--- config.mk ---
export PLATFORM = sky130hd
export DESIGN_NAME = screen_and_motor_timed_sequencer_top
export DESIGN_NICKNAME = d
export VERILOG_FILES = /design/src/hdl/smts_pkg.sv /design/src/hdl/smts_cfg.sv /design/src/hdl/smts_debounce.sv /design/src/hdl/smts_core.sv /design/src/hdl/screen_and_motor_timed_sequencer_top.sv
export VERILOG_INCLUDE_DIRS = /design/src /design/src/hdl
export SDC_FILE = /design/constraint.sdc
export NUM_CORES = 2
export LEC_CHECK = 0
export ABC_AREA = 1
export ABC_CLOCK_PERIOD_IN_PS = 28700
export BUFFER_PORTS_ARGS = -buffer_cell sky130_fd_sc_hd__buf_4
export CAP_MARGIN = 30
export CORE_MARGIN = 4
export CORE_UTILIZATION = 55
export CTS_CLUSTER_SIZE = 30
export DETAILED_ROUTE_END_ITERATION = 7
export GPL_ROUTABILITY_DRIVEN = 1
export PLACE_DENSITY = 0.8
export SLEW_MARGIN = 30
export SYNTH_ARGS = -nofsm -noshare
export SYNTH_HDL_FRONTEND = slang
export SYNTH_HIERARCHICAL = 1
export SYNTH_SLANG_ARGS = --single-unit
--- constraint.sdc ---
create_clock -name clk -period 28.7 [get_ports clk]
set_input_delay 7.175 -clock clk [delete_from_list [all_inputs] [get_ports clk]]
set_output_delay 7.175 -clock clk [all_outputs]
set_load 0.01 [all_outputs]
--- src/hdl/screen_and_motor_timed_sequencer_top_defines.svh ---
// ----------------------------------------------------------------------------
// Assertion macros for the screen and motor timed sequencer
// Each macro expands to a labeled concurrent assertion, or to nothing in
// synthesis builds.
// ----------------------------------------------------------------------------
`ifndef SCREEN_AND_MOTOR_TIMED_SEQUENCER_TOP_DEFINES_SVH
`define SCREEN_AND_MOTOR_TIMED_SEQUENCER_TOP_DEFINES_SVH

`ifndef SYNTH
// Consequent checked on the same edge as the antecedent.
`define SMTS_ASSERT(label, clk, rst_n, ante, cons) \
	label: assert property (@(posedge clk) disable iff (!rst_n) (ante) |-> (cons)) \
	else $error("smts: assertion failed");
// Consequent checked on the edge after the antecedent.
`define SMTS_ASSERT_NEXT(label, clk, rst_n, ante, cons) \
	label: assert property (@(posedge clk) disable iff (!rst_n) (ante) |=> (cons)) \
	else $error("smts: assertion failed");
`else
`define SMTS_ASSERT(label, clk, rst_n, ante, cons)
`define SMTS_ASSERT_NEXT(label, clk, rst_n, ante, cons)
`endif

`endif

--- src/hdl/smts_pkg.sv ---
// ----------------------------------------------------------------------------
// smts_pkg
// Types and constants shared by the screen and motor timed sequencer.
// ----------------------------------------------------------------------------
package smts_pkg;

	localparam int SETTING_W  = 9;
	localparam int TPU_W      = 10;
	localparam int CNT_W      = 19;
	localparam int TICK16_W   = 16;
	localparam int TICK8_W    = 8;
	localparam int PAGE_W     = 3;
	localparam int CFG_IDX_W  = 3;
	localparam int CFG_DATA_W = 16;
	localparam int NUM_SET    = 4;

	localparam logic [SETTING_W-1:0] SETTING_MAX = SETTING_W'(300);

	localparam logic [PAGE_W-1:0] PAGE_RUN  = PAGE_W'(0);
	localparam logic [PAGE_W-1:0] PAGE_LAST = PAGE_W'(4);

	localparam logic [TPU_W-1:0]    RST_TICKS_PER_UNIT = TPU_W'(500);
	localparam logic [TICK16_W-1:0] RST_LEAD_TICKS     = TICK16_W'(1000);
	localparam logic [TICK16_W-1:0] RST_REPEAT_DELAY   = TICK16_W'(500);
	localparam logic [TICK8_W-1:0]  RST_REPEAT_PERIOD  = TICK8_W'(50);
	localparam logic [TICK16_W-1:0] RST_MENU_HOLD      = TICK16_W'(2000);
	localparam logic [TICK16_W-1:0] RST_MENU_TIMEOUT   = TICK16_W'(20000);
	localparam logic [TICK8_W-1:0]  RST_DEBOUNCE_TICKS = TICK8_W'(10);

	typedef enum logic [CFG_IDX_W-1:0] {
		REG_TICKS_PER_UNIT,
		REG_LEAD_TICKS,
		REG_REPEAT_DELAY,
		REG_REPEAT_PERIOD,
		REG_MENU_HOLD,
		REG_MENU_TIMEOUT,
		REG_DEBOUNCE_TICKS
	} reg_idx_t;

	typedef enum logic [1:0] {
		MODE_IDLE,
		MODE_LOWER,
		MODE_RAISE
	} mode_t;

	typedef struct packed {
		logic [TPU_W-1:0]    ticks_per_unit;
		logic [TICK16_W-1:0] lead_ticks;
		logic [TICK16_W-1:0] repeat_delay;
		logic [TICK8_W-1:0]  repeat_period;
		logic [TICK16_W-1:0] menu_hold;
		logic [TICK16_W-1:0] menu_timeout;
		logic [TICK8_W-1:0]  debounce_ticks;
	} cfg_t;

	// Button bits: 0 up, 1 down, 2 menu.
	typedef struct packed {
		logic [2:0] stable;
		logic       accept;
		logic [2:0] level;
	} btn_t;

	typedef logic [NUM_SET-1:0][SETTING_W-1:0] setting_arr_t;

	typedef struct packed {
		logic         motor_down_on;
		logic         motor_up_on;
		logic         screen_down_on;
		logic         screen_up_on;
		logic [1:0]   run_mode;
		logic [PAGE_W-1:0] page;
		logic         save_pulse;
		setting_arr_t settings;
	} res_t;

endpackage

--- src/hdl/smts_cfg.sv ---
// ----------------------------------------------------------------------------
// smts_cfg
// Configuration register file, written by index, with defaults at reset.
// ----------------------------------------------------------------------------
module smts_cfg (
	input  logic                             clk,
	input  logic                             arst_n,
	input  logic                             cfg_wr_en,
	input  logic [smts_pkg::CFG_IDX_W-1:0]   cfg_index,
	input  logic [smts_pkg::CFG_DATA_W-1:0]  cfg_data,
	output smts_pkg::cfg_t                   cfg
);
	import smts_pkg::*;

	cfg_t cfg_q;

	always_ff @(posedge clk or negedge arst_n) begin
		if (!arst_n) begin
			cfg_q.ticks_per_unit <= RST_TICKS_PER_UNIT;
			cfg_q.lead_ticks     <= RST_LEAD_TICKS;
			cfg_q.repeat_delay   <= RST_REPEAT_DELAY;
			cfg_q.repeat_period  <= RST_REPEAT_PERIOD;
			cfg_q.menu_hold      <= RST_MENU_HOLD;
			cfg_q.menu_timeout   <= RST_MENU_TIMEOUT;
			cfg_q.debounce_ticks <= RST_DEBOUNCE_TICKS;
		end else if (cfg_wr_en) begin
			case (reg_idx_t'(cfg_index))
				REG_TICKS_PER_UNIT: cfg_q.ticks_per_unit <= cfg_data[TPU_W-1:0];
				REG_LEAD_TICKS:     cfg_q.lead_ticks     <= cfg_data[TICK16_W-1:0];
				REG_REPEAT_DELAY:   cfg_q.repeat_delay   <= cfg_data[TICK16_W-1:0];
				REG_REPEAT_PERIOD:  cfg_q.repeat_period  <= cfg_data[TICK8_W-1:0];
				REG_MENU_HOLD:      cfg_q.menu_hold      <= cfg_data[TICK16_W-1:0];
				REG_MENU_TIMEOUT:   cfg_q.menu_timeout   <= cfg_data[TICK16_W-1:0];
				REG_DEBOUNCE_TICKS: cfg_q.debounce_ticks <= cfg_data[TICK8_W-1:0];
				default: begin
				end
			endcase
		end
	end

	assign cfg = cfg_q;

endmodule

--- src/hdl/smts_debounce.sv ---
// ----------------------------------------------------------------------------
// smts_debounce
// Debounces the three raw button levels and flags when a level is accepted.
// ----------------------------------------------------------------------------
module smts_debounce (
	input  logic                              clk,
	input  logic                              arst_n,
	input  logic                              en,
	input  logic [2:0]                        raw,
	input  logic [smts_pkg::TICK8_W-1:0]      debounce_ticks,
	output smts_pkg::btn_t                    btn
);
	import smts_pkg::*;

	logic [2:0]         cand_q;
	logic [2:0]         stable_q;
	logic [TICK8_W-1:0] left_q;
	logic [2:0]         n_cand;
	logic [2:0]         n_stable;
	logic [TICK8_W-1:0] n_left;
	logic               acc;

	always_comb begin
		n_cand = cand_q;
		n_left = left_q;
		acc    = 1'b0;
		if (raw != cand_q) begin
			n_cand = raw;
			n_left = debounce_ticks;
			acc    = (debounce_ticks == '0);
		end else if (left_q != '0) begin
			n_left = left_q - TICK8_W'(1);
			acc    = (n_left == '0);
		end
		n_stable = acc ? n_cand : stable_q;
	end

	always_ff @(posedge clk or negedge arst_n) begin
		if (!arst_n) begin
			cand_q   <= '0;
			stable_q <= '0;
			left_q   <= '0;
		end else if (en) begin
			cand_q   <= n_cand;
			stable_q <= n_stable;
			left_q   <= n_left;
		end
	end

	// The tick rule sees the levels accepted before this tick.
	assign btn.stable = stable_q;
	assign btn.accept = acc;
	assign btn.level  = n_cand;

endmodule

--- src/hdl/smts_core.sv ---
// ----------------------------------------------------------------------------
// smts_core
// Sequencer state and its per-tick update: hold repeat, motion counters,
// page timeout, menu hold and the press actions of accepted buttons.
// ----------------------------------------------------------------------------
`include "screen_and_motor_timed_sequencer_top_defines.svh"

module smts_core (
	input  logic           clk,
	input  logic           arst_n,
	input  logic           en,
	input  smts_pkg::cfg_t cfg,
	input  smts_pkg::btn_t btn,
	output smts_pkg::res_t res
);
	import smts_pkg::*;

	mode_t               mode_q, n_mode;
	logic [CNT_W-1:0]    mdl_q, sdl_q, mul_q, sul_q;
	logic [CNT_W-1:0]    n_mdl, n_sdl, n_mul, n_sul;
	logic [TICK16_W-1:0] dlead_q, ulead_q, n_dlead, n_ulead;
	logic                dfin_q, ufin_q, n_dfin, n_ufin;
	setting_arr_t        set_q, n_set, saved_set;
	logic [PAGE_W-1:0]   pg_q, n_pg;
	logic [TICK16_W-1:0] pto_q, n_pto;
	logic [TICK16_W-1:0] uhold_q, dhold_q, n_uhold, n_dhold;
	logic [TICK8_W-1:0]  urep_q, drep_q, n_urep, n_drep;
	logic [TICK16_W-1:0] mhc_q, n_mhc;
	logic                md_q, mu_q, sd_q, su_q;
	logic                n_md, n_mu, n_sd, n_su;
	logic                save;
	logic [TICK8_W:0]    rep_nx;
	logic [TICK16_W:0]   mhc_nx;
	logic [NUM_SET-1:0][CNT_W-1:0] prod;

	function automatic setting_arr_t step_setting(input setting_arr_t s,
		input logic [PAGE_W-1:0] pg, input logic up);
		setting_arr_t      r;
		logic [SETTING_W:0] inc;
		logic [1:0]        i;
		r   = s;
		i   = 2'(pg - PAGE_W'(1));
		inc = {1'b0, s[i]} + (SETTING_W+1)'(1);
		if (pg != PAGE_RUN && pg <= PAGE_LAST) begin
			if (up) begin
				r[i] = (inc > {1'b0, SETTING_MAX}) ? '0 : inc[SETTING_W-1:0];
			end else begin
				r[i] = (s[i] == '0) ? SETTING_MAX : s[i] - SETTING_W'(1);
			end
		end
		return r;
	endfunction

	always_comb begin
		n_mode    = mode_q;
		n_mdl     = mdl_q;
		n_sdl     = sdl_q;
		n_mul     = mul_q;
		n_sul     = sul_q;
		n_dlead   = dlead_q;
		n_ulead   = ulead_q;
		n_dfin    = dfin_q;
		n_ufin    = ufin_q;
		n_set     = set_q;
		n_pg      = pg_q;
		n_pto     = pto_q;
		n_uhold   = uhold_q;
		n_dhold   = dhold_q;
		n_urep    = urep_q;
		n_drep    = drep_q;
		n_mhc     = mhc_q;
		n_md      = md_q;
		n_mu      = mu_q;
		n_sd      = sd_q;
		n_su      = su_q;
		save      = 1'b0;
		saved_set = set_q;
		rep_nx    = '0;
		mhc_nx    = '0;

		// Hold auto-repeat, down before up.
		if (btn.stable[1]) begin
			if (n_dhold > TICK16_W'(2)) begin
				n_dhold = n_dhold - TICK16_W'(1);
			end else begin
				n_dhold = TICK16_W'(1);
				rep_nx  = {1'b0, n_drep} + (TICK8_W+1)'(1);
				if (rep_nx > {1'b0, cfg.repeat_period}) begin
					if (n_pg != PAGE_RUN) n_pto = cfg.menu_timeout;
					n_set  = step_setting(n_set, n_pg, 1'b0);
					rep_nx = '0;
				end
				n_drep = rep_nx[TICK8_W-1:0];
			end
		end
		if (btn.stable[0]) begin
			if (n_uhold > TICK16_W'(2)) begin
				n_uhold = n_uhold - TICK16_W'(1);
			end else begin
				n_uhold = TICK16_W'(1);
				rep_nx  = {1'b0, n_urep} + (TICK8_W+1)'(1);
				if (rep_nx > {1'b0, cfg.repeat_period}) begin
					if (n_pg != PAGE_RUN) n_pto = cfg.menu_timeout;
					n_set  = step_setting(n_set, n_pg, 1'b1);
					rep_nx = '0;
				end
				n_urep = rep_nx[TICK8_W-1:0];
			end
		end

		// Motion counters. The drive lines hold their value when not driven.
		case (n_mode)
			MODE_IDLE: begin
				n_md = 1'b0;
				n_mu = 1'b0;
				n_sd = 1'b0;
				n_su = 1'b0;
			end
			MODE_LOWER: begin
				if (n_dlead != '0) begin
					n_dlead = n_dlead - TICK16_W'(1);
				end else if (n_sdl != '0) begin
					n_sd  = 1'b1;
					n_sdl = n_sdl - CNT_W'(1);
				end else begin
					n_sd = 1'b0;
				end
				if (n_mdl != '0) begin
					n_md  = 1'b1;
					n_mdl = n_mdl - CNT_W'(1);
				end else begin
					n_md = 1'b0;
				end
				if (n_sdl == '0 && n_mdl == '0) begin
					n_mode = MODE_IDLE;
					n_dfin = 1'b1;
				end
			end
			MODE_RAISE: begin
				// Raising starts the screen on the tick the lead runs out.
				if (n_ulead != '0) n_ulead = n_ulead - TICK16_W'(1);
				if (n_ulead == '0) begin
					if (n_sul != '0) begin
						n_su  = 1'b1;
						n_sul = n_sul - CNT_W'(1);
					end else begin
						n_su = 1'b0;
					end
				end
				if (n_mul != '0) begin
					n_mu  = 1'b1;
					n_mul = n_mul - CNT_W'(1);
				end else begin
					n_mu = 1'b0;
				end
				if (n_sul == '0 && n_mul == '0) begin
					n_mode = MODE_IDLE;
					n_ufin = 1'b1;
				end
			end
			default: begin
			end
		endcase

		// Page timeout.
		if (n_pg != PAGE_RUN) begin
			if (n_pto != '0) n_pto = n_pto - TICK16_W'(1);
			if (n_pto == '0) begin
				save      = 1'b1;
				saved_set = n_set;
				n_pg      = PAGE_RUN;
			end
		end

		// Menu hold aborts motion and advances the page.
		if (btn.stable[2]) begin
			mhc_nx = {1'b0, n_mhc} + (TICK16_W+1)'(1);
			if (mhc_nx > {1'b0, cfg.menu_hold}) begin
				n_mode = MODE_IDLE;
				n_mdl  = '0;
				n_sdl  = '0;
				n_mul  = '0;
				n_sul  = '0;
				n_dfin = 1'b1;
				n_ufin = 1'b1;
				mhc_nx = '0;
				if (n_pg != PAGE_RUN && n_pg <= PAGE_LAST) begin
					save      = 1'b1;
					saved_set = n_set;
				end
				n_pg  = n_pg + PAGE_W'(1);
				n_pto = cfg.menu_timeout;
				if (n_pg > PAGE_LAST) n_pg = PAGE_RUN;
			end
			n_mhc = mhc_nx[TICK16_W-1:0];
		end else begin
			n_mhc = '0;
		end

		// Run counts come from the settings as they stand after the tick rule;
		// the press actions below change settings only off the run page.
		for (int k = 0; k < NUM_SET; k++) begin
			prod[k] = CNT_W'(n_set[k]) * CNT_W'(cfg.ticks_per_unit);
		end

		if (btn.accept) begin
			if (btn.level[0]) begin
				n_uhold = cfg.repeat_delay;
				if (n_pg == PAGE_RUN) begin
					if (n_mode == MODE_IDLE) begin
						n_mdl  = prod[0];
						n_sdl  = prod[1];
						n_mode = MODE_RAISE;
					end
					if (n_mode != MODE_RAISE) begin
						n_mode = MODE_IDLE;
						n_dfin = 1'b1;
					end
					if (n_mode == MODE_RAISE && n_ufin) begin
						n_ufin  = 1'b0;
						n_ulead = cfg.lead_ticks;
						if (n_mul == '0) n_mul = prod[2];
						if (n_sul == '0) n_sul = prod[3];
					end
				end
				if (n_pg != PAGE_RUN) n_pto = cfg.menu_timeout;
				n_set = step_setting(n_set, n_pg, 1'b1);
			end
			if (btn.level[1]) begin
				n_dhold = cfg.repeat_delay;
				if (n_pg == PAGE_RUN) begin
					if (n_mode == MODE_IDLE) begin
						n_mode = MODE_LOWER;
						n_mul  = prod[2];
						n_sul  = prod[3];
					end
					if (n_mode != MODE_LOWER) begin
						n_mode = MODE_IDLE;
						n_ufin = 1'b1;
					end
					if (n_mode == MODE_LOWER && n_dfin) begin
						n_dfin  = 1'b0;
						n_dlead = cfg.lead_ticks;
						if (n_mdl == '0) n_mdl = prod[0];
						if (n_sdl == '0) n_sdl = prod[1];
					end
				end
				if (n_pg != PAGE_RUN) n_pto = cfg.menu_timeout;
				n_set = step_setting(n_set, n_pg, 1'b0);
			end
			if (btn.level[2]) begin
				if (n_pg != PAGE_RUN) n_pto = cfg.menu_timeout;
			end
		end
	end

	always_ff @(posedge clk or negedge arst_n) begin
		if (!arst_n) begin
			mode_q  <= MODE_IDLE;
			mdl_q   <= '0;
			sdl_q   <= '0;
			mul_q   <= '0;
			sul_q   <= '0;
			dlead_q <= '0;
			ulead_q <= '0;
			dfin_q  <= 1'b1;
			ufin_q  <= 1'b1;
			set_q   <= '0;
			pg_q    <= PAGE_RUN;
			pto_q   <= RST_MENU_TIMEOUT;
			uhold_q <= '0;
			dhold_q <= '0;
			urep_q  <= '0;
			drep_q  <= '0;
			mhc_q   <= '0;
			md_q    <= 1'b0;
			mu_q    <= 1'b0;
			sd_q    <= 1'b0;
			su_q    <= 1'b0;
		end else if (en) begin
			mode_q  <= n_mode;
			mdl_q   <= n_mdl;
			sdl_q   <= n_sdl;
			mul_q   <= n_mul;
			sul_q   <= n_sul;
			dlead_q <= n_dlead;
			ulead_q <= n_ulead;
			dfin_q  <= n_dfin;
			ufin_q  <= n_ufin;
			set_q   <= n_set;
			pg_q    <= n_pg;
			pto_q   <= n_pto;
			uhold_q <= n_uhold;
			dhold_q <= n_dhold;
			urep_q  <= n_urep;
			drep_q  <= n_drep;
			mhc_q   <= n_mhc;
			md_q    <= n_md;
			mu_q    <= n_mu;
			sd_q    <= n_sd;
			su_q    <= n_su;
		end
	end

	assign res.motor_down_on  = n_md;
	assign res.motor_up_on    = n_mu;
	assign res.screen_down_on = n_sd;
	assign res.screen_up_on   = n_su;
	assign res.run_mode       = n_mode;
	assign res.page           = n_pg;
	assign res.save_pulse     = save;
	assign res.settings       = save ? saved_set : n_set;

	`SMTS_ASSERT(a_setting_range, clk, arst_n, 1'b1, set_q[0] <= SETTING_MAX && set_q[1] <= SETTING_MAX && set_q[2] <= SETTING_MAX && set_q[3] <= SETTING_MAX)
	`SMTS_ASSERT_NEXT(a_idle_drops_drive, clk, arst_n, en && mode_q == MODE_IDLE, {md_q, mu_q, sd_q, su_q} == 4'b0000)

endmodule

--- src/hdl/screen_and_motor_timed_sequencer_top.sv ---
// A tick item passes the input register stage, then the result register
// stage. Throughput: one item per cycle; the whole tick update is one pass
// of logic into the state and result registers. Backpressure on the result
// side stalls the single input register stage. Reset (asynchronous, active
// low): valid, config and state registers return to their defaults, the
// sequencer is idle on the run page and all settings read zero.
// ----------------------------------------------------------------------------
// screen_and_motor_timed_sequencer_top
// Button-driven timed sequencer for a projection screen and its motor.
// ----------------------------------------------------------------------------
`include "screen_and_motor_timed_sequencer_top_defines.svh"

module screen_and_motor_timed_sequencer_top (
	input  logic                                clk,
	input  logic                                arst_n,
	input  logic                                cfg_wr_en,
	input  logic [smts_pkg::CFG_IDX_W-1:0]      cfg_index,
	input  logic [smts_pkg::CFG_DATA_W-1:0]     cfg_data,
	input  logic                                in_valid,
	output logic                                in_ready,
	input  logic                                up_raw,
	input  logic                                down_raw,
	input  logic                                menu_raw,
	output logic                                out_valid,
	input  logic                                out_ready,
	output logic                                motor_down_on,
	output logic                                motor_up_on,
	output logic                                screen_down_on,
	output logic                                screen_up_on,
	output logic [1:0]                          run_mode,
	output logic [smts_pkg::PAGE_W-1:0]         page,
	output logic                                save_pulse,
	output logic [smts_pkg::SETTING_W-1:0]      motor_down_setting,
	output logic [smts_pkg::SETTING_W-1:0]      screen_down_setting,
	output logic [smts_pkg::SETTING_W-1:0]      motor_up_setting,
	output logic [smts_pkg::SETTING_W-1:0]      screen_up_setting
);
	import smts_pkg::*;

	cfg_t       cfg;
	btn_t       btn;
	res_t       res;
	res_t       res_s2;
	logic       v_s1, v_s2;
	logic [2:0] raw_s1;
	logic       adv;
	logic       en;

	assign adv      = !v_s2 || out_ready;
	assign en       = v_s1 && adv;
	assign in_ready = !v_s1 || adv;

	smts_cfg u_cfg (
		.clk       (clk),
		.arst_n    (arst_n),
		.cfg_wr_en (cfg_wr_en),
		.cfg_index (cfg_index),
		.cfg_data  (cfg_data),
		.cfg       (cfg)
	);

	smts_debounce u_debounce (
		.clk            (clk),
		.arst_n         (arst_n),
		.en             (en),
		.raw            (raw_s1),
		.debounce_ticks (cfg.debounce_ticks),
		.btn            (btn)
	);

	smts_core u_core (
		.clk    (clk),
		.arst_n (arst_n),
		.en     (en),
		.cfg    (cfg),
		.btn    (btn),
		.res    (res)
	);

	always_ff @(posedge clk or negedge arst_n) begin
		if (!arst_n) begin
			v_s1 <= 1'b0;
			v_s2 <= 1'b0;
		end else begin
			if (in_valid && in_ready) begin
				v_s1 <= 1'b1;
			end else if (adv) begin
				v_s1 <= 1'b0;
			end
			if (adv) begin
				v_s2 <= v_s1;
			end
		end
	end

	always_ff @(posedge clk) begin
		if (in_valid && in_ready) begin
			raw_s1 <= {menu_raw, down_raw, up_raw};
		end
		if (en) begin
			res_s2 <= res;
		end
	end

	assign out_valid           = v_s2;
	assign motor_down_on       = res_s2.motor_down_on;
	assign motor_up_on         = res_s2.motor_up_on;
	assign screen_down_on      = res_s2.screen_down_on;
	assign screen_up_on        = res_s2.screen_up_on;
	assign run_mode            = res_s2.run_mode;
	assign page                = res_s2.page;
	assign save_pulse          = res_s2.save_pulse;
	assign motor_down_setting  = res_s2.settings[0];
	assign screen_down_setting = res_s2.settings[1];
	assign motor_up_setting    = res_s2.settings[2];
	assign screen_up_setting   = res_s2.settings[3];

	`SMTS_ASSERT(a_page_range, clk, arst_n, v_s2, res_s2.page <= PAGE_LAST)
	`SMTS_ASSERT(a_mode_legal, clk, arst_n, v_s2, res_s2.run_mode == MODE_IDLE || res_s2.run_mode == MODE_LOWER || res_s2.run_mode == MODE_RAISE)
	`SMTS_ASSERT_NEXT(a_s1_holds, clk, arst_n, v_s1 && !adv, v_s1 && $stable(raw_s1))

endmodule
==> results.yml <==
status:
  outcome: "complete, no violations"
clock_tree:
  tritoncts: "yes"
  post-cts-setup-buffers: 0
  cts_num_sinks: 390
  cts.clk_slew.worst_paths_ns: 0.06
  root_buffer: "sky130_fd_sc_hd__clkbuf_16"
  clk-insertion-delay-late_ns: 0.67
  cts-buffers-inserted: 48
  clock_tree.buffer_depth: 3
  post_cts_hold_buffer_count: 0
  ctsHtreeMaxLevel: 2
  postCtsResizedCells: 0
route:
  routed_via_density: 5.88
  drt_first_pass_iters: 8
  drtIter0Drc: 4638
  totalWireLength_mm: 142
  routed-via-count: 44586
  maxUsedRoutingLayer: "met4"
  antenna_violating_nets_post_route: 0
  wl_met1_mm: 56.9
  drt_drc_violations_left: 0
  route.met3.wl_mm: 13.5
  avgRoutedWirePerCell_um: 18.7
  wl_met2_mm: 64.3
setup_path:
  ff2ff_path_depth: 53
  rr_endpoint: "u_core/sdl_q[17]"
  critical_path.most_common_cell: "sky130_fd_sc_hd__buf_4"
  startpoint: "out_ready"
  timing.setup.critical_path_class: "primary input to output port"
  cpPeakStageDelay_ns: 0.15
  critPathRequiredTime_ns: 21.52
  critPathArrivalTime_ns: 7.61
  critPathMaxFanout: 3
  end_kind: "output port"
  critical_path_buf_inv_count: 3
  cp-start-kind: "primary input"
  r2r-start: "u_core/pg_q[0]"
  cells_along_the_critical_path: "buf_4 > inv_2 > nand3_2 > buf_4"
  timing.critical_path.slowest_stage_cell: "sky130_fd_sc_hd__buf_4"
  r2r_setup_slack_ns: 15.78
  cpLargestDelayFamily: "buffers and inverters"
die:
  pin_count: 75
  initial_core_util_pct: 55.6
  die-area_um2: 84400
  rows: 103
  die-width_um: 291
  die_h_um: 291
  placeableCoreArea_um2: 79000
synth:
  synth_warnings: 6
  synthesis.area_per_instance_um2: 6.62
  postSynthNetCount: 7118
  netlist_top_cells_area: "sky130_fd_sc_hd__dfrtp_1 17%, sky130_fd_sc_hd__nand2_1 16%, sky130_fd_sc_hd__fa_1 10%, sky130_fd_sc_hd__inv_1 7.6%, sky130_fd_sc_hd__ha_1 6.6%"
  yosys_register_bits: 390
  synth_common_cells: "1,910 x sky130_fd_sc_hd__nand2_1, 885 x sky130_fd_sc_hd__inv_1, 557 x sky130_fd_sc_hd__nor2_1"
  synth_edf_count: 49
  synth_area_um2: 43900
  synth-seq-area-share_pct: 22.9
  synth_cell_type_count: 71
  netlist.area_leader.share_pct: 17.1
  library_cell_occupying_the_most_area_in_the_post_synthesis_netlist: "sky130_fd_sc_hd__dfrtp_1"
  async_reset_ff_share_pct: 87.4
  synthMostInstantiatedCell: "sky130_fd_sc_hd__nand2_1"
  synthCells: 6632
  dominantRegCellSynth: "sky130_fd_sc_hd__dfrtp_1"
worst_hold_path:
  tightest_hold_check_type: "flip-flop to flip-flop"
  hp-start: "u_cfg/cfg[33]"
  min_to: "u_cfg/cfg[33]"
  hold-path-cell-count: 2
timing:
  final_period_minus_worst_setup_slack_ns: 14.78
  timing.final.setup_violations: 0
  fmax_ghz: 0.0676
  timing.slew.headroom_pct: 34.6
  holdWs_ns: 0.465
  fin_skew_ns: 0.0724
  tns_ns: 0
  tightestPinTransition_ns: 0.977
  rsz0062_at_grt: "false"
  setup_ws_ns: 13.92
  finalHoldViolations: 0
  final.period_utilization_pct: 51.5
  max_slew_vio_count: 0
grt:
  grt_max_degree: 185
  first_pass_grt_wire_length_mm: 223
  total_congestion_overflow: 0
  gr-usage-all-layers_pct: 32.3
  grt_pass1_vias: 41776
  antenna_found_initial: 0
placed_design:
  dp_wirelength_mm: 102
  placement.cell_area_um2: 44900
  numPortBuffers: 74
  pre_cts_ws_ns: 13.92
  gp_routability_congestion: 1.00
run:
  maxCapViolations: 0
power:
  powerDensity_nw_per_um2: 108
  report.power.total_mw: 5.03
  vdd_drop_max_v: 0.0000633
  p_leak_nw: 23.1
cells_and_area:
  drive_above_1_share_pct: 6.82
  areaGrowthSynthToFinish_pct: 6.15
  layout.nets: 6983
  n_antenna_cell: 0
  design_area_um2: 46600
final cells by class:
class	count	area, um2
multi-input combinational	4977	29000
tap	1050	1310
inverter	950	3570
timing repair buffer	130	1030
sequential	390	10100
fill	7354	32400
clock buffer	71	1400
clock inverter	19	287
per-layer routing:
layer,vias to the layer above,GRT usage (%)
li1,20981,-
met1,20951,43.0
met2,2238,51.9
met3,416,5.46
met4,0,14.6
met5,-,0
per-stage QoR:
step | std cells | util [%]
2_1_floorplan | 6632 | -
3_3_place_gp | 7496 | 56.8
3_5_place_dp | 7496 | 56.8
4_1_cts | 7586 | 59.0
5_1_grt | 7587 | 59.0
6_report | 7587 | 59.0
worst reg2reg max path: cells and delay by family (launching register included):
kind / cells / cell delay, ns
compound gates: 10 / 1.74
xor+xnor: 1 / 0.22
fa+ha+maj: 7 / 3.20
buf+inv: 8 / 2.10
flops: 1 / 0.33
simple gates: 27 / 5.30
kinds of logic after synthesis:
| logic type | after synthesis | synth area share (%) |
|---|---|---|
| compound gates | 991 | 12.7 |
| buf+inv | 1265 | 11.3 |
| xor+xnor | 181 | 3.64 |
| mux | 2 | 0.0484 |
| fa+ha+maj | 459 | 17.0 |
| simple gates | 3344 | 32.4 |
| flops | 390 | 22.9 |
state kept, by name, indices dropped and copies added (netlist names), 9 cells and up:
register             flops
u_cfg/cfg               90
u_core/set_q            36
u_core/mdl_q            19
u_core/mul_q            19
u_core/sdl_q            19
u_core/sul_q            19
u_core/dhold_q          16
u_core/dlead_q          16
u_core/mhc_q            16
u_core/pto_q            16
u_core/uhold_q          16
u_core/ulead_q          16
motor_down_setting       9
motor_up_setting         9
screen_down_setting      9
screen_up_setting        9
report_power, final:
part | leakage [nW] | switching (mW) | internal [mW]
Combinational | 17.7 | 2.31 | 1.12
Sequential | 4.53 | 0.193 | 0.747
Clock | 0.819 | 0.273 | 0.386
cells in the final DEF, fill, tap and decap left out, drive strengths merged, types with 6 or more instances in the layout:
| cell | synthesis | routed |
|---|---|---|
| a211oi | 12 | 12 |
| a21o | 6 | 6 |
| a21oi | 239 | 239 |
| a221oi | 8 | 8 |
| a22oi | 7 | 7 |
| a31oi | 64 | 64 |
| and3 | 6 | 6 |
| buf | 98 | 130 |
| clkbuf | 216 | 71 |
| clkinv | 16 | 24 |
| dfrtp | 300 | 300 |
| dfstp | 41 | 41 |
| edfxtp | 49 | 49 |
| fa | 228 | 228 |
| ha | 231 | 231 |
| inv | 934 | 937 |
| nand2 | 1953 | 1953 |
| nand3 | 560 | 560 |
| nand3b | 15 | 15 |
| nand4 | 91 | 91 |
| nor2 | 598 | 598 |
| nor3 | 53 | 53 |
| nor4 | 37 | 37 |
| o211ai | 85 | 85 |
| o21ai | 487 | 487 |
| o21bai | 16 | 16 |
| o221ai | 7 | 7 |
| o22ai | 37 | 37 |
| o31ai | 7 | 7 |
| or2 | 20 | 20 |
| xnor2 | 34 | 34 |
| xor2 | 147 | 147 |
worst max-delay path by stage:
stage                    end  slack [ns]  cells past startpoint
floorplan           in_ready       14.21                      2
global placement    in_ready       13.91                      4
detailed placement  in_ready       13.92                      4
CTS                 in_ready       13.91                      4
global route        in_ready       13.88                      4
finish              in_ready       13.92                      4
No activity file was read; power rests on OpenSTA's default activity.
